--- config.mk ---
export PLATFORM = sky130hd
export DESIGN_NAME = sensor_frame_pulse_width_transmitter_core
export DESIGN_NICKNAME = d
export VERILOG_FILES = /design/src/hw/rtl/sfpw_pkg.sv /design/src/hw/rtl/sfpw_regs.sv /design/src/hw/rtl/sfpw_encoder.sv /design/src/hw/rtl/sensor_frame_pulse_width_transmitter_core.sv
export VERILOG_INCLUDE_DIRS = /design/src /design/src/hw/rtl
export SDC_FILE = /design/constraint.sdc
export NUM_CORES = 1
export LEC_CHECK = 0
export BUFFER_PORTS_ARGS = -buffer_cell sky130_fd_sc_hd__buf_2
export CAP_MARGIN = 20
export CORE_MARGIN = 2
export CORE_UTILIZATION = 45
export CTS_BUF_LIST = sky130_fd_sc_hd__clkbuf_4 sky130_fd_sc_hd__clkbuf_8
export DETAILED_ROUTE_END_ITERATION = 7
export GPL_TIMING_DRIVEN = 0
export MAX_ROUTING_LAYER = met4
export PLACE_DENSITY = 0.75
export REMOVE_ABC_BUFFERS = 1
export SLEW_MARGIN = 15
export SYNTH_ARGS = -nofsm -noshare
export SYNTH_HDL_FRONTEND = slang
export SYNTH_HIERARCHICAL = 1
export SYNTH_SLANG_ARGS = --single-unit
--- constraint.sdc ---
create_clock -name clk -period 2.76 [get_ports clk]
set_clock_uncertainty 0.15 [all_clocks]
set_input_delay 0.276 -clock clk [delete_from_list [all_inputs] [get_ports clk]]
set_output_delay 0.276 -clock clk [all_outputs]
set_load 0.01 [all_outputs]
--- src/hw/rtl/assert_macros.svh ---
// Assertion macros shared by the transmitter RTL.
// Every macro samples on clk and is disabled while rst is high.
`ifndef ASSERT_MACROS_SVH
`define ASSERT_MACROS_SVH

// cond must hold in the same cycle as trig
`define ASSERT_SAME(label, trig, cond) \
  label: assert property (@(posedge clk) disable iff (rst) (trig) |-> (cond)) \
    else $error("assertion failed");

// cond must hold in the cycle after trig
`define ASSERT_NEXT(label, trig, cond) \
  label: assert property (@(posedge clk) disable iff (rst) (trig) |=> (cond)) \
    else $error("assertion failed");

`endif

--- src/hw/rtl/sfpw_pkg.sv ---
// Package for the pulse-width frame transmitter: register map, reset
// values and the structs passed between its modules. No dependencies.
package sfpw_pkg;

  localparam int unsigned AddrWidth = 4;
  localparam int unsigned DataWidth = 32;

  typedef enum logic [1:0] {
    REG_SHORT_UNITS    = 2'd0,
    REG_LONG_UNITS     = 2'd1,
    REG_SYNC_LOW_UNITS = 2'd2,
    REG_REPEAT_TOTAL   = 2'd3
  } reg_index_t;

  localparam logic [7:0] ShortUnitsReset   = 8'd4;
  localparam logic [7:0] LongUnitsReset    = 8'd12;
  localparam logic [7:0] SyncLowUnitsReset = 8'd124;
  localparam logic [3:0] RepeatTotalReset  = 4'd10;

  localparam logic [5:0] SyncPosition = 6'd32;

  typedef struct packed {
    logic [7:0] short_units;
    logic [7:0] long_units;
    logic [7:0] sync_low_units;
    logic [3:0] repeat_total;
  } cfg_t;

  typedef struct packed {
    logic line_level;
    logic busy_res;
    logic frame_done;
    logic start_ignored;
  } res_t;

endpackage

--- src/hw/rtl/sfpw_regs.sv ---
// APB-style configuration registers of the frame transmitter.
// Depends on sfpw_pkg.
module sfpw_regs (
  input  logic                            clk,
  input  logic                            rst,
  input  logic                            psel,
  input  logic                            penable,
  input  logic                            pwrite,
  input  logic [sfpw_pkg::AddrWidth-1:0]  paddr,
  input  logic [sfpw_pkg::DataWidth-1:0]  pwdata,
  output logic [sfpw_pkg::DataWidth-1:0]  prdata,
  output logic                            pready,
  output sfpw_pkg::cfg_t                  cfg
);
  import sfpw_pkg::*;

  reg_index_t index;
  logic       wr_en;

  assign index  = reg_index_t'(paddr[3:2]);
  assign wr_en  = psel && penable && pwrite;
  assign pready = 1'b1;

  always_ff @(posedge clk) begin
    if (rst) begin
      cfg.short_units    <= ShortUnitsReset;
      cfg.long_units     <= LongUnitsReset;
      cfg.sync_low_units <= SyncLowUnitsReset;
      cfg.repeat_total   <= RepeatTotalReset;
    end else if (wr_en) begin
      unique case (index)
        REG_SHORT_UNITS:    cfg.short_units    <= pwdata[7:0];
        REG_LONG_UNITS:     cfg.long_units     <= pwdata[7:0];
        REG_SYNC_LOW_UNITS: cfg.sync_low_units <= pwdata[7:0];
        REG_REPEAT_TOTAL:   cfg.repeat_total   <= pwdata[3:0];
        default: ;
      endcase
    end
  end

  always_comb begin
    prdata = '0;
    unique case (index)
      REG_SHORT_UNITS:    prdata = {24'd0, cfg.short_units};
      REG_LONG_UNITS:     prdata = {24'd0, cfg.long_units};
      REG_SYNC_LOW_UNITS: prdata = {24'd0, cfg.sync_low_units};
      REG_REPEAT_TOTAL:   prdata = {28'd0, cfg.repeat_total};
      default:            prdata = '0;
    endcase
  end

endmodule

--- src/hw/rtl/sfpw_encoder.sv ---
// Frame state and pulse-width encoder: one word per step, one result.
// Depends on sfpw_pkg and assert_macros.svh.
`include "assert_macros.svh"

module sfpw_encoder (
  input  logic            clk,
  input  logic            rst,
  input  logic            step,
  input  logic            command,
  input  logic [7:0]      node_id,
  input  logic [3:0]      node_kind,
  input  logic [9:0]      sample,
  input  logic [3:0]      rate_code,
  input  logic [1:0]      batt_class,
  input  sfpw_pkg::cfg_t  cfg,
  output sfpw_pkg::res_t  res
);
  import sfpw_pkg::*;

  logic [31:0] frame_word, frame_word_next;
  logic [5:0]  bit_position, bit_position_next;
  logic [3:0]  repeats_done, repeats_done_next;
  logic        low_phase, low_phase_next;
  logic [7:0]  phase_ticks_left, phase_ticks_left_next;
  logic        active, active_next;

  logic [31:0] load_word;
  logic [3:0]  checksum;
  logic [7:0]  ticks_dec;
  logic [3:0]  repeats_inc;
  logic [3:0]  total;

  function automatic logic [7:0] at_least_one(input logic [7:0] v);
    return (v == 8'd0) ? 8'd1 : v;
  endfunction

  function automatic logic [7:0] phase_len(input cfg_t c, input logic [31:0] w,
                                           input logic [5:0] pos, input logic is_low);
    logic one;
    logic use_long;
    one      = w[pos[4:0]];
    use_long = is_low ? !one : one;
    if (pos >= SyncPosition) begin
      return at_least_one(is_low ? c.sync_low_units : c.short_units);
    end
    return at_least_one(use_long ? c.long_units : c.short_units);
  endfunction

  assign checksum = node_id[7:4] ^ node_id[3:0] ^ node_kind ^ sample[9:6] ^ sample[5:2]
                  ^ {sample[1:0], rate_code[3:2]} ^ {rate_code[1:0], batt_class};
  assign load_word   = {node_id, node_kind, sample, rate_code, batt_class, checksum};
  assign ticks_dec   = (phase_ticks_left == 8'd0) ? 8'd0 : phase_ticks_left - 8'd1;
  assign repeats_inc = repeats_done + 4'd1;
  assign total       = (cfg.repeat_total == 4'd0) ? 4'd1 : cfg.repeat_total;

  always_comb begin
    frame_word_next       = frame_word;
    bit_position_next     = bit_position;
    repeats_done_next     = repeats_done;
    low_phase_next        = low_phase;
    phase_ticks_left_next = phase_ticks_left;
    active_next           = active;
    res                   = '0;
    if (command) begin
      res.busy_res = 1'b1;
      if (active) begin
        res.start_ignored = 1'b1;
      end else begin
        frame_word_next       = load_word;
        bit_position_next     = 6'd0;
        repeats_done_next     = 4'd0;
        low_phase_next        = 1'b0;
        active_next           = 1'b1;
        phase_ticks_left_next = phase_len(cfg, load_word, 6'd0, 1'b0);
      end
    end else if (active) begin
      res.busy_res          = 1'b1;
      res.line_level        = !low_phase;
      phase_ticks_left_next = ticks_dec;
      if (ticks_dec == 8'd0) begin
        if (!low_phase) begin
          low_phase_next        = 1'b1;
          phase_ticks_left_next = phase_len(cfg, frame_word, bit_position, 1'b1);
        end else begin
          low_phase_next = 1'b0;
          if (bit_position < SyncPosition) begin
            bit_position_next = bit_position + 6'd1;
          end else begin
            bit_position_next = 6'd0;
            repeats_done_next = repeats_inc;
            if (repeats_inc >= total) begin
              active_next       = 1'b0;
              res.frame_done    = 1'b1;
              repeats_done_next = 4'd0;
            end
          end
          if (active_next) begin
            phase_ticks_left_next = phase_len(cfg, frame_word, bit_position_next, 1'b0);
          end else begin
            phase_ticks_left_next = 8'd0;
          end
        end
      end
    end
  end

  always_ff @(posedge clk) begin
    if (rst) begin
      frame_word       <= '0;
      bit_position     <= '0;
      repeats_done     <= '0;
      low_phase        <= 1'b0;
      phase_ticks_left <= '0;
      active           <= 1'b0;
    end else if (step) begin
      frame_word       <= frame_word_next;
      bit_position     <= bit_position_next;
      repeats_done     <= repeats_done_next;
      low_phase        <= low_phase_next;
      phase_ticks_left <= phase_ticks_left_next;
      active           <= active_next;
    end
  end

  `ASSERT_SAME(a_pos_range, active, bit_position <= SyncPosition)
  `ASSERT_SAME(a_done_excl, res.frame_done, res.busy_res && !res.start_ignored)
  `ASSERT_NEXT(a_done_idle, step && res.frame_done, !active && phase_ticks_left == 8'd0)
  `ASSERT_SAME(a_ticks_live, active, phase_ticks_left != 8'd0)

endmodule

--- src/hw/rtl/sensor_frame_pulse_width_transmitter_core.sv ---
// Pulse-width on-off-keyed frame transmitter. Of the input words, a start word
// loads a 32-bit frame and a tick word advances the line by one time unit. Each
// word gives one result word in the next cycle, held in the output register; a new
// word is taken every cycle as long as that register is empty or being read, so
// the block sustains one word per clock. Depends on sfpw_pkg, sfpw_regs,
// sfpw_encoder and assert_macros.svh.
`include "assert_macros.svh"

module sensor_frame_pulse_width_transmitter_core (
  input  logic                            clk,
  input  logic                            rst,
  input  logic                            psel,
  input  logic                            penable,
  input  logic                            pwrite,
  input  logic [sfpw_pkg::AddrWidth-1:0]  paddr,
  input  logic [sfpw_pkg::DataWidth-1:0]  pwdata,
  output logic [sfpw_pkg::DataWidth-1:0]  prdata,
  output logic                            pready,
  input  logic                            in_valid,
  output logic                            in_ready,
  input  logic                            command,
  input  logic [7:0]                      node_id,
  input  logic [3:0]                      node_kind,
  input  logic [9:0]                      sample,
  input  logic [3:0]                      rate_code,
  input  logic [1:0]                      batt_class,
  output logic                            out_valid,
  input  logic                            out_ready,
  output logic                            line_level,
  output logic                            busy_res,
  output logic                            frame_done,
  output logic                            start_ignored
);
  import sfpw_pkg::*;

  cfg_t cfg;
  res_t res_comb;
  res_t res_q;
  logic step;

  assign in_ready = !out_valid || out_ready;
  assign step     = in_valid && in_ready;

  sfpw_regs u_regs (
    .clk     (clk),
    .rst     (rst),
    .psel    (psel),
    .penable (penable),
    .pwrite  (pwrite),
    .paddr   (paddr),
    .pwdata  (pwdata),
    .prdata  (prdata),
    .pready  (pready),
    .cfg     (cfg)
  );

  sfpw_encoder u_encoder (
    .clk        (clk),
    .rst        (rst),
    .step       (step),
    .command    (command),
    .node_id    (node_id),
    .node_kind  (node_kind),
    .sample     (sample),
    .rate_code  (rate_code),
    .batt_class (batt_class),
    .cfg        (cfg),
    .res        (res_comb)
  );

  always_ff @(posedge clk) begin
    if (rst) begin
      out_valid <= 1'b0;
    end else if (step) begin
      out_valid <= 1'b1;
    end else if (out_ready) begin
      out_valid <= 1'b0;
    end
  end

  always_ff @(posedge clk) begin
    if (step) begin
      res_q <= res_comb;
    end
  end

  assign line_level    = res_q.line_level;
  assign busy_res      = res_q.busy_res;
  assign frame_done    = res_q.frame_done;
  assign start_ignored = res_q.start_ignored;

  `ASSERT_NEXT(a_step_fills, step, out_valid)
  `ASSERT_SAME(a_no_overrun, out_valid && !out_ready, !step)

endmodule

==> results of run 1 <==
## path summary, 6_finish.rpt
kind                             startpoint                       endpoint  slack (ns)  depth (start not counted)
setup reg to reg  u_encoder/bit_position[0]  u_encoder/phase_ticks_left[5]       0.006                         11
setup / recovery  u_encoder/bit_position[0]  u_encoder/phase_ticks_left[5]       0.006                         11
hold / removal                   node_id[3]       u_encoder/frame_word[27]        0.02                          3
hold reg to reg     u_encoder/frame_word[7]        u_encoder/frame_word[7]        0.33                          2
## power breakdown
| group | internal, mW | switching (mW) | total [mW] |
|---|---|---|---|
| logic | 0.257 | 0.359 | 0.617 |
| registers | 1.28 | 0.0493 | 1.33 |
| clock network | 0.374 | 0.428 | 0.802 |
## cells by family (layout without fill, tap and decap cells)
kind of cell	after synthesis	count (layout)	share of synthesized area [%]
buf+inv	78	113	7.527
fa+ha+maj	10	10	2.240
xor+xnor	31	31	4.996
mux	73	73	14.45
compound gates	152	152	17.27
flops	85	85	31.18
simple gates	250	250	22.20
other cells	2	25	0.1345
## routing by layer
| layer | wire length, microns | share of wire [%] |
|---|---|---|
| met5 | 0 | 0 |
| met4 | 207 | 1.5 |
| met1 | 6527 | 48 |
| met2 | 6016 | 44 |
| met3 | 886 | 6.5 |
## flip-flops by register name, indices dropped and copies added, names as in the netlist
| name | cells |
|---|---|
| u_encoder/active | 1 |
| u_encoder/bit_position | 6 |
| u_encoder/phase_ticks_left | 8 |
| frame_done | 1 |
| out_valid | 1 |
| u_encoder/repeats_done | 4 |
| u_encoder/frame_word | 32 |
| u_encoder/low_phase | 1 |
| line_level | 1 |
| busy_res | 1 |
| u_regs/cfg | 28 |
| start_ignored | 1 |
## final cells by class
class,count,share of cell area (%)
tap,168,3.316
sequential,85,27.71
clock inverter,2,0.1579
inverter,14,0.8881
timing repair buffer,85,8.388
clock buffer,12,2.506
multi-input combinational,541,57.04
## worst register-to-register path, stage by stage, from the launching register on
cell and delay [ns]:
dfxtp_4 0.38, ha_4 0.33, buf_4 0.20, nor2_1 0.05, a21oi_1 0.28, nor3_4 0.07
o32ai_4 0.32, a32o_2 0.30, buf_4 0.14, nand3_1 0.07, a21o_1 0.22, a211oi_2 0.18
## placed cells by master (no fill, tap or decap), types with 5 or more instances in the layout
master,count
conb_1,25
nand2b_1,31
inv_1,12
nor2b_1,7
ha_1,9
dfxtp_1,77
nor3_1,14
a22oi_1,7
xor2_1,11
a211o_1,6
nand2_1,91
xnor2_1,18
and3_1,7
nor2_1,42
buf_2,58
o21ai_1,6
nand3_1,20
nor3b_1,5
a211oi_2,5
mux4_2,6
o21ai_0,32
a21oi_1,55
buf_4,23
a21o_1,5
mux2i_1,66
clkbuf_8,11
## stage by stage
stage	worst slack (ns)	TNS, ns	cells	util [%]
floorplan	-0.4155	-2.292	640	-
global placement	-1.022	-7.308	867	48.16
detailed placement	-1.025	-7.293	868	48.41
CTS	-0.009355	-0.02146	897	51.51
global route	-0.06451	-0.2363	907	52.56
finish	0.005570	0	907	52.56
## repair_timing
action | 4_1_cts | 5_1_grt
hold buffers | 1 | 0
setup buffers | 14 | 10
hold endpoints to repair | 1 | 0
setup endpoints to repair | 8 | 14
resized for setup | 18 | 14
pin swaps | 8 | 6
==> results.ini, run 1 <==
[outcome]
status=finished, final reports clean

[timing]
maxSlewHeadroom_pct=29.17
rsz0062_at_grt=yes
setup_violations=0
tightestPinTransition_ns=1.060
min_period_over_period_pct=99.80
slew_violations=0
layout_min_cycle_time_ns=2.754
holdWs_ns=0.01521
fmax_ghz=0.3631
final-hold-violation-count=0

[die]
io_pins=111
start_util_pct=46.31
die-area_sq_um=13320
fp.dieW_microns=115.4
coreArea_sq_um=12060
num_rows=40
die_y_microns=115.4

[yosys]
synth_area_sq_um=5585
ys_ff_latch=85
synth_edf_count=4
yosys.area.top_type_share_pct=29.03
syn_inst=681
async_flop_share_pct=0
ys.flop_type=dfxtp_1
synthTopCellsByArea=dfxtp_1 (29%), mux2i_1 (12%), nand2_1 (6.1%), a21oi_1 (5.0%), buf_4 (3.8%)
avgSynthCellArea_sq_um=8.202
synth_most_common_cell=nand2_1
ys_types=74
ys_seq_area_share_pct=31.18
yosys_warnings=6
synth_common_cells=nand2_1 (91), dfxtp_1 (81), mux2i_1 (66), a21oi_1 (56), nor2_1 (42)
yosys.area.top_type=dfxtp_1

[pwr]
power_density_nw_per_um2=433.1
power_mw=2.746
p_leak_nw=2.437
ir_drop_uv=192.0

[global_routing]
grt_pass1_vias=4527
grt_pass1_wl_microns=22070
gr-usage-all-layers_pct=20.92
globalRouteMet2Util_pct=30.45
grt_antenna_before_repair=0
grtUsageMet1_pct=29.23
grt_max_degree=67
grt-ovfl-total=0
use_met3_pct=3.870
busiest_layer=met2

[worst_setup_path]
critPathRequiredTime_ns=2.88
critPathArrivalTime_ns=2.88
crit_type=reg2reg
cp-start-kind=flip-flop
worst_setup_path_end_kind=flip-flop
critPathTopFamily=compound AO/OA/AOI/OAI gates
crit_path_frequent_cell=buf_4
crit_fanout=10
path_buf_inv=2
cpPeakStageDelay_ns=0.38
critical_path.cell_chain=ha_4 -> buf_4 -> nor2_1 -> a21oi_1 -> nor3_4 -> o32ai_4 -> a32o_2 -> buf_4 -> nand3_1 -> a21o_1 -> a211oi_2
cpMaxStageDelayCell=dfxtp_4

[route]
drtIter0Drc=551
vias_per_cell=5.546
wl_per_cell_microns=15.04
drt-total-wl_microns=13640
first_pass_iters=7
drc_errors=0
ant_nets=0
vias=5030

[clock_network]
clkLatencyLatePin_ns=0.36
htree_num_levels=3
numCtsBuffers=9
clk_path_buf_depth=2
cts-root-buf=clkbuf_8
clock_sinks=85
tritoncts=yes
clk_pin_slew_ns=0.08

[final_layout]
seqCellArea_sq_um=1757
drive_gt1_share_pct=18.94
stdcell_area_sq_um=6340
fin_nets=818
fillerInstances=1150
multiInputGateArea_sq_um=3616
syn2layout_area_growth_pct=13.51
antenna-diode-count=0

[place]
dpl.hpwl_microns=9116
port_buffers=59
globalplace.congestion=0.9196
placed_cell_area_sq_um=5839

[job]
drv_cap=0

[worst_hold_path]
hold_path_class=in2reg

Note: power is estimated with default switching activity, not from simulation.
==> run 2: changes to the inputs <==
--- a/config.mk
+++ b/config.mk
@@ -9,12 +9,13 @@
 export BUFFER_PORTS_ARGS = -buffer_cell sky130_fd_sc_hd__buf_2
 export CAP_MARGIN = 20
 export CORE_MARGIN = 2
-export CORE_UTILIZATION = 45
+export CORE_UTILIZATION = 50
 export CTS_BUF_LIST = sky130_fd_sc_hd__clkbuf_4 sky130_fd_sc_hd__clkbuf_8
+export CTS_CLUSTER_DIAMETER = 80
 export DETAILED_ROUTE_END_ITERATION = 7
 export GPL_TIMING_DRIVEN = 0
 export MAX_ROUTING_LAYER = met4
-export PLACE_DENSITY = 0.75
+export PLACE_DENSITY = 0.81
 export REMOVE_ABC_BUFFERS = 1
 export SLEW_MARGIN = 15
 export SYNTH_ARGS = -nofsm -noshare
==> run 2 against run 1 <==
The run now ends with setup timing left. Cell area is 1.0% higher. Hold slack lost 0.0062 ns. Power rose by 8.5%. Largest cell class unchanged. Highest routed layer unchanged.
==> results.ini, run 2 (synthesized netlist as in run 1, its figures left out) <==
[worst_setup_path]
critPathTopFamily=compound AO/OA/AOI/OAI gates  ; unchanged
cpMaxStageDelayCell=o311a_4  ; was dfxtp_4
crit_start=u_encoder/bit_position[0]  ; unchanged
crit_fanout=6  ; was 10
rr_startpoint=u_encoder/bit_position[0]  ; unchanged
critical_path.cell_chain=ha_4 -> buf_6 -> nor3b_4 -> o311a_4 -> o32ai_4 -> a32o_2 -> nand3_1 -> a211o_1 -> a211oi_2  ; was ha_4 -> buf_4 -> nor2_1 -> a21oi_1 -> nor3_4 -> o32ai_4 -> a32o_2 -> buf_4 -> nand3_1 -> a21o_1 -> a211oi_2
cp-start-kind=flip-flop  ; unchanged
worst_setup_path_end_kind=flip-flop  ; unchanged
path_buf_inv=1  ; was 2
critPathRequiredTime_ns=2.91  ; was 2.88 ns
cpPeakStageDelay_ns=0.40  ; was 0.38 ns
critPathArrivalTime_ns=2.95  ; was 2.88 ns
crit_type=reg2reg  ; unchanged

[clock_network]
cts-root-buf=clkbuf_8  ; unchanged
tritoncts=yes  ; unchanged
clock_sinks=85  ; unchanged
clkLatencyLatePin_ns=0.38  ; was 0.36 ns
clk_path_buf_depth=2  ; unchanged
clk_pin_slew_ns=0.09  ; was 0.08 ns
htree_num_levels=3  ; unchanged
numCtsBuffers=9  ; unchanged

[place]
port_buffers=59  ; unchanged
placed_cell_area_sq_um=5777  ; was 5839 sq um
dpl.hpwl_microns=9809  ; was 9116 microns
globalplace.congestion=0.9199  ; was 0.9196

[pwr]
ir_drop_uv=284.7  ; was 192.0 uV
p_comb_share_pct=21.7  ; was 22.5%
p_leak_nw=2.460  ; was 2.437 nW
p_sw_share_pct=30.58  ; was 30.47%
clock_power_share_pct=33.8  ; was 29.2%
power_density_nw_per_um2=465.1  ; was 433.1 nW/um^2
p_sw_uw=911.1  ; was 836.8 uW
p_int_mw=2.068  ; was 1.909 mW
seqPwrFrac_pct=44.6  ; was 48.3%

[final_layout]
drive_gt1_share_pct=19.86  ; was 18.94%
reg.largest.list=u_encoder/frame_word x32, u_regs/cfg x28, u_encoder/phase_ticks_left x8  ; unchanged
mostFrequentLayoutCells=nand2_1 (91), dfxtp_1 (77), mux2i_1 (64)  ; was nand2_1 (91), dfxtp_1 (77), mux2i_1 (66)
largest_reg_flops=32  ; unchanged
regMostFlops=u_encoder/frame_word  ; unchanged
syn2layout_area_growth_pct=14.70  ; was 13.51%
stdcell_area_sq_um=6406  ; was 6340 sq um
final_common_cell=nand2_1  ; unchanged
fin_nets=817  ; was 818
antenna-diode-count=0  ; unchanged
fillerInstances=972  ; was 1150

[global_routing]
globalRouteMet2Util_pct=41.14  ; was 30.45%
use_met3_pct=3.320  ; was 3.870%
grt_pass1_vias=5027  ; was 4527
grtUsageMet1_pct=34.17  ; was 29.23%
gr-usage-all-layers_pct=26.26  ; was 20.92%
grt_pass1_wl_microns=24230  ; was 22070 microns
grt-ovfl-total=0  ; unchanged
grt_antenna_before_repair=0  ; unchanged
grt_max_degree=90  ; was 67
busiest_layer=met2  ; unchanged

[timing]
tightestPinTransition_ns=1.019  ; was 1.060 ns
final-hold-violation-count=0  ; unchanged
slew_violations=0  ; unchanged
rsz0062_at_grt=yes  ; unchanged
setup_tns_ns=-0.1435  ; was 0 ns
min_period_over_period_pct=101.5  ; was 99.80%
maxSlewHeadroom_pct=32.05  ; was 29.17%
layout_min_cycle_time_ns=2.802  ; was 2.754 ns
setup_violations=5  ; was 0
fmax_ghz=0.3569  ; was 0.3631 GHz
worst_slack_ns=-0.04219  ; was 0.005570 ns

[outcome]
status=complete, but fails checks  ; was finished, final reports clean
violations=setup timing

[die]
start_util_pct=51.30  ; was 46.31%
coreArea_sq_um=10890  ; was 12060 sq um
fp.dieW_microns=109.7  ; was 115.4 microns
die_y_microns=109.7  ; was 115.4 microns
num_rows=38  ; was 40
io_pins=111  ; unchanged
die-area_sq_um=12030  ; was 13320 sq um

[worst_hold_path]
hold_path_class=in2reg  ; unchanged
hp-start=node_id[5]  ; was node_id[3]

[route]
drtIter0Drc=600  ; was 551
ant_nets=0  ; unchanged
drc_errors=0  ; unchanged
drt-total-wl_microns=14920  ; was 13640 microns
first_pass_iters=5  ; was 7
vias_per_cell=6.015  ; was 5.546
vias=5293  ; was 5030
wl_per_cell_microns=16.95  ; was 15.04 microns

[job]
drv_cap=0  ; unchanged

==> run 2: final cells by class <==
cell class / count / area (sq um) / share of cell area, %
clock buffer: 10 / 137.6 / 2.148
sequential: 85 / 1757 / 27.42
inverter: 14 / 56.30 / 0.8789
clock inverter: 6 / 86.33 / 1.348
tap: 140 / 175.2 / 2.734
timing repair buffer: 84 / 521.8 / 8.145
multi-input combinational: 541 / 3672 / 57.32
==> run 2: timing repair <==
action | CTS | global route
buffers inserted | 21 | 1
gates resized for setup | 22 | 19
endpoints found under the hold margin | 3 | 0
endpoints found under the setup margin | 8 | 15
pin swaps | 12 | 13
hold buffers | 3 | 0
==> run 2: per-layer routing <==
| layer | wire length [microns] | up-vias |
|---|---|---|
| met1 | 6312 | 2502 |
| met3 | 1207 | 46 |
| met4 | 386 | 0 |
| li1 | - | 2458 |
| met2 | 7007 | 287 |
| met5 | 0 | - |
==> run 2: power groups by stage <==
stage | registers [mW] | logic (mW) | clock network, mW
after global routing | 1.34 | 0.704 | 1.07
after floorplan | 1.35 | 0.404 | 0
after detailed placement | 1.36 | 0.580 | 0
after global placement | 1.36 | 0.563 | 0
final | 1.33 | 0.645 | 1.01
after CTS | 1.33 | 0.609 | 1.02
==> run 2: worst paths after layout <==
kind	end	slack, ns	cells after the start
hold / removal	u_encoder/frame_word[29]	0.009	3
setup reg to reg	u_encoder/phase_ticks_left[6]	-0.04	9
hold reg to reg	u_encoder/frame_word[21]	0.33	2
setup / recovery	u_encoder/phase_ticks_left[6]	-0.04	9
==> run 2: metrics by stage <==
stage | hold WS (ns) | setup WS [ns] | util (%) | power, mW | instances
after floorplan | 0.1884 | -0.4155 | - | 1.749 | 640
after global placement | 0.3103 | -1.124 | 53.03 | 1.919 | 839
after detailed placement | 0.3167 | -1.170 | 53.06 | 1.938 | 839
after CTS | 0.00008399 | 0.009756 | 57.96 | 2.950 | 879
after global routing | 0.01563 | -0.1346 | 58.84 | 3.107 | 880
final | 0.009014 | -0.04219 | 58.84 | 2.979 | 880
==> run 2: worst register-to-register path, delay by kind of cell (launching register included) <==
kind            cells  cell delay (ns)
buf+inv             1             0.15
compound gates      5             1.53
flops               1             0.36
fa+ha+maj           1             0.28
simple gates        2             0.26
==> run 3: changes to the inputs <==
--- a/config.mk
+++ b/config.mk
@@ -6,9 +6,8 @@
 export SDC_FILE = /design/constraint.sdc
 export NUM_CORES = 1
 export LEC_CHECK = 0
-export BUFFER_PORTS_ARGS = -buffer_cell sky130_fd_sc_hd__buf_2
+export BUFFER_PORTS_ARGS = -buffer_cell sky130_fd_sc_hd__buf_4
 export CAP_MARGIN = 20
-export CORE_MARGIN = 2
 export CORE_UTILIZATION = 50
 export CTS_BUF_LIST = sky130_fd_sc_hd__clkbuf_4 sky130_fd_sc_hd__clkbuf_8
 export CTS_CLUSTER_DIAMETER = 80
==> run 3 against run 2 <==
The flow still finishes with violations (setup timing). Cell area rose by 1.1%. Worst setup slack got worse by 0.059 ns. Wire length did not move. Fmax fell by 2.1%. Global-route usage rose by 0.40 points. Highest routed layer unchanged.
==> results.ini, run 3 (synthesized netlist as in run 1, its figures left out) <==
[outcome]
status=complete, but fails checks  ; unchanged
violations=setup timing  ; unchanged

[final_layout]
final_common_cell=nand2_1  ; unchanged
drive_gt1_share_pct=20.22  ; was 19.86%
fin_util_pct=59.72  ; was 58.84%
mostFrequentLayoutCells=nand2_1 (91), buf_4 (78), dfxtp_1 (77)  ; was nand2_1 (91), dfxtp_1 (77), mux2i_1 (64)
seqCellArea_sq_um=1757  ; unchanged
syn2layout_area_growth_pct=15.91  ; was 14.70%
largest_reg_flops=32  ; unchanged
reg.largest.list=u_encoder/frame_word x32, u_regs/cfg x28, u_encoder/phase_ticks_left x8  ; unchanged
regMostFlops=u_encoder/frame_word  ; unchanged
multiInputGateArea_sq_um=3685  ; was 3672 sq um
fin_nets=816  ; was 817
antenna-diode-count=0  ; unchanged
fillerInstances=960  ; was 972

[timing]
fmax_ghz=0.3495  ; was 0.3569 GHz
slew_violations=0  ; unchanged
setup_violations=6  ; was 5
rsz0062_at_grt=yes  ; unchanged
worst_slack_ns=-0.1012  ; was -0.04219 ns
final-hold-violation-count=0  ; unchanged
layout_min_cycle_time_ns=2.861  ; was 2.802 ns
maxSlewHeadroom_pct=22.48  ; was 32.05%
tightestPinTransition_ns=1.154  ; was 1.019 ns
min_period_over_period_pct=103.7  ; was 101.5%
holdWs_ns=0.01378  ; was 0.009014 ns

[place]
port_buffers=59  ; unchanged
globalplace.congestion=0.8870  ; was 0.9199
dpl.hpwl_microns=9872  ; was 9809 microns

[worst_setup_path]
rr_startpoint=u_encoder/bit_position[0]  ; unchanged
critPathRequiredTime_ns=2.83  ; was 2.91 ns
cpPeakStageDelay_ns=0.41  ; was 0.40 ns
crit_type=reg2reg  ; unchanged
worst_setup_path_end_kind=flip-flop  ; unchanged
crit_path_frequent_cell=buf_6
cp-start-kind=flip-flop  ; unchanged
cpMaxStageDelayCell=o311a_4  ; unchanged
crit_fanout=6  ; unchanged
reg2reg_depth=10  ; was 9
r2r_setup_slack_ns=-0.10  ; was -0.04 ns
critPathArrivalTime_ns=2.93  ; was 2.95 ns
r2r-end=u_encoder/phase_ticks_left[1]  ; was u_encoder/phase_ticks_left[6]
critical_path.cell_chain=ha_4 -> buf_6 -> nor3b_4 -> o311a_4 -> o32ai_4 -> a32oi_4 -> buf_6 -> o211a_1 -> nor3_2 -> o32ai_2  ; was ha_4 -> buf_6 -> nor3b_4 -> o311a_4 -> o32ai_4 -> a32o_2 -> nand3_1 -> a211o_1 -> a211oi_2

[global_routing]
grt_max_degree=90  ; unchanged
grt_pass1_wl_microns=23850  ; was 24230 microns
grt-ovfl-total=0  ; unchanged
grt_antenna_before_repair=0  ; unchanged
gr-usage-all-layers_pct=26.66  ; was 26.26%
grt_pass1_vias=4921  ; was 5027

[die]
num_rows=38  ; unchanged
start_util_pct=51.52  ; was 51.30%
die_y_microns=107.7  ; was 109.7 microns
io_pins=111  ; unchanged
fp.dieW_microns=107.7  ; was 109.7 microns
coreArea_sq_um=10840  ; was 10890 sq um
die-area_sq_um=11600  ; was 12030 sq um

[job]
drv_cap=0  ; unchanged

[clock_network]
clk_path_buf_depth=2  ; unchanged
numCtsBuffers=9  ; unchanged
ctsHoldBuffers=0  ; was 3
cts-root-buf=clkbuf_8  ; unchanged
clkLatencyLatePin_ns=0.36  ; was 0.38 ns
clock_sinks=85  ; unchanged
htree_num_levels=3  ; unchanged
clk_pin_slew_ns=0.09  ; about the same
tritoncts=yes  ; unchanged

[route]
wl_per_cell_microns=17.01  ; was 16.95 microns
vias=5209  ; was 5293
first_pass_iters=5  ; unchanged
drt-total-wl_microns=14920  ; unchanged
vias_per_cell=5.940  ; was 6.015
ant_nets=0  ; unchanged
drtIter0Drc=517  ; was 600
drc_errors=0  ; unchanged

[pwr]
seqPwrFrac_pct=47.6  ; was 44.6%
ir_drop_uv=253.5  ; was 284.7 uV
p_leak_nw=2.480  ; was 2.460 nW
p_sw_share_pct=31.14  ; was 30.58%
clock_power_share_pct=27.8  ; was 33.8%
p_sw_uw=871.1  ; was 911.1 uW
power_mw=2.797  ; was 2.979 mW
p_int_mw=1.926  ; was 2.068 mW
power_density_nw_per_um2=432.1  ; was 465.1 nW/um^2
p_comb_share_pct=24.6  ; was 21.7%

[worst_hold_path]
hold_path_class=in2reg  ; unchanged
hold_end=u_encoder/frame_word[9]  ; was u_encoder/frame_word[29]
hold_depth=3  ; unchanged
hp-start=rate_code[3]  ; was node_id[5]

## run 3: cell count changes in the layout (fill, tap and decap cells not counted), moves of 2 or more
cell           previous run  this run
o21ai_2                   0         2
buf_6                     1         4
buf_12                    2         0
buf_4                    20        78
clkbuf_4                  0         3
bufinv_16                 2         0
dlygate4sd3_1             3         0
buf_2                    58         0
## run 3: worst max-delay path by stage
stage,endpoint,startpoint,depth (start not counted)
2_1_floorplan,u_encoder/phase_ticks_left[3],u_encoder/bit_position[0],9
3_3_place_gp,u_encoder/phase_ticks_left[3],u_encoder/bit_position[0],9
3_5_place_dp,u_encoder/phase_ticks_left[6],u_encoder/bit_position[0],9
4_1_cts,u_encoder/phase_ticks_left[7],u_encoder/bit_position[0],10
5_1_grt,u_encoder/phase_ticks_left[6],u_encoder/bit_position[0],10
6_report,u_encoder/phase_ticks_left[1],u_encoder/bit_position[0],10
## run 3: cell type report
cell class,instances,share of cell area [%]
clock buffer,12,2.261
clock inverter,2,0.1933
inverter,14,0.8118
multi-input combinational,541,56.92
sequential,85,27.14
tap,140,2.706
timing repair buffer,83,9.973
## run 3: what timing repair did
| action | in CTS | in global routing |
|---|---|---|
| resized for setup | 26 | 20 |
| pin swaps | 11 | 14 |
| endpoints found under the setup margin | 8 | 16 |
| setup buffers | 18 | 5 |
| endpoints found under the hold margin | 0 | 0 |
## run 3: per-stage QoR
step | area, sq um | worst slack, ns | setup TNS [ns] | std cells
detailed placement | 5922 | -1.162 | -8.133 | 839
floorplan | 5304 | -0.4155 | -2.292 | 640
finish | 6474 | -0.1012 | -0.2291 | 877
CTS | 6336 | 0.006350 | 0 | 871
global route | 6474 | -0.1158 | -0.6140 | 877
global placement | 5922 | -1.109 | -7.683 | 839
## run 3: critical path: cells and delay by family, from the launching register on
| family | cells | cell delay [ns] |
|---|---|---|
| compound gates | 5 | 1.27 |
| flops | 1 | 0.36 |
| simple gates | 2 | 0.35 |
| buf+inv | 2 | 0.31 |
| fa+ha+maj | 1 | 0.26 |
## run 3: power groups by stage
stage	combinational, mW	clock, mW	sequential [mW]
6_report	0.689	0.778	1.33
4_1_cts	0.626	0.783	1.33
2_1_floorplan	0.404	0	1.35
5_1_grt	0.743	0.844	1.34
3_3_place_gp	0.586	0	1.36
3_5_place_dp	0.604	0	1.36
## run 3: metal layers
metal / wire (microns) / vias to the layer above / track usage, %
li1: - / 2462 / -
met4: 278 / 0 / 9.295
met5: 0 / - / -
met1: 6633 / 2435 / 34.37
met2: 6830 / 281 / 41.30
met3: 1172 / 31 / 5.630
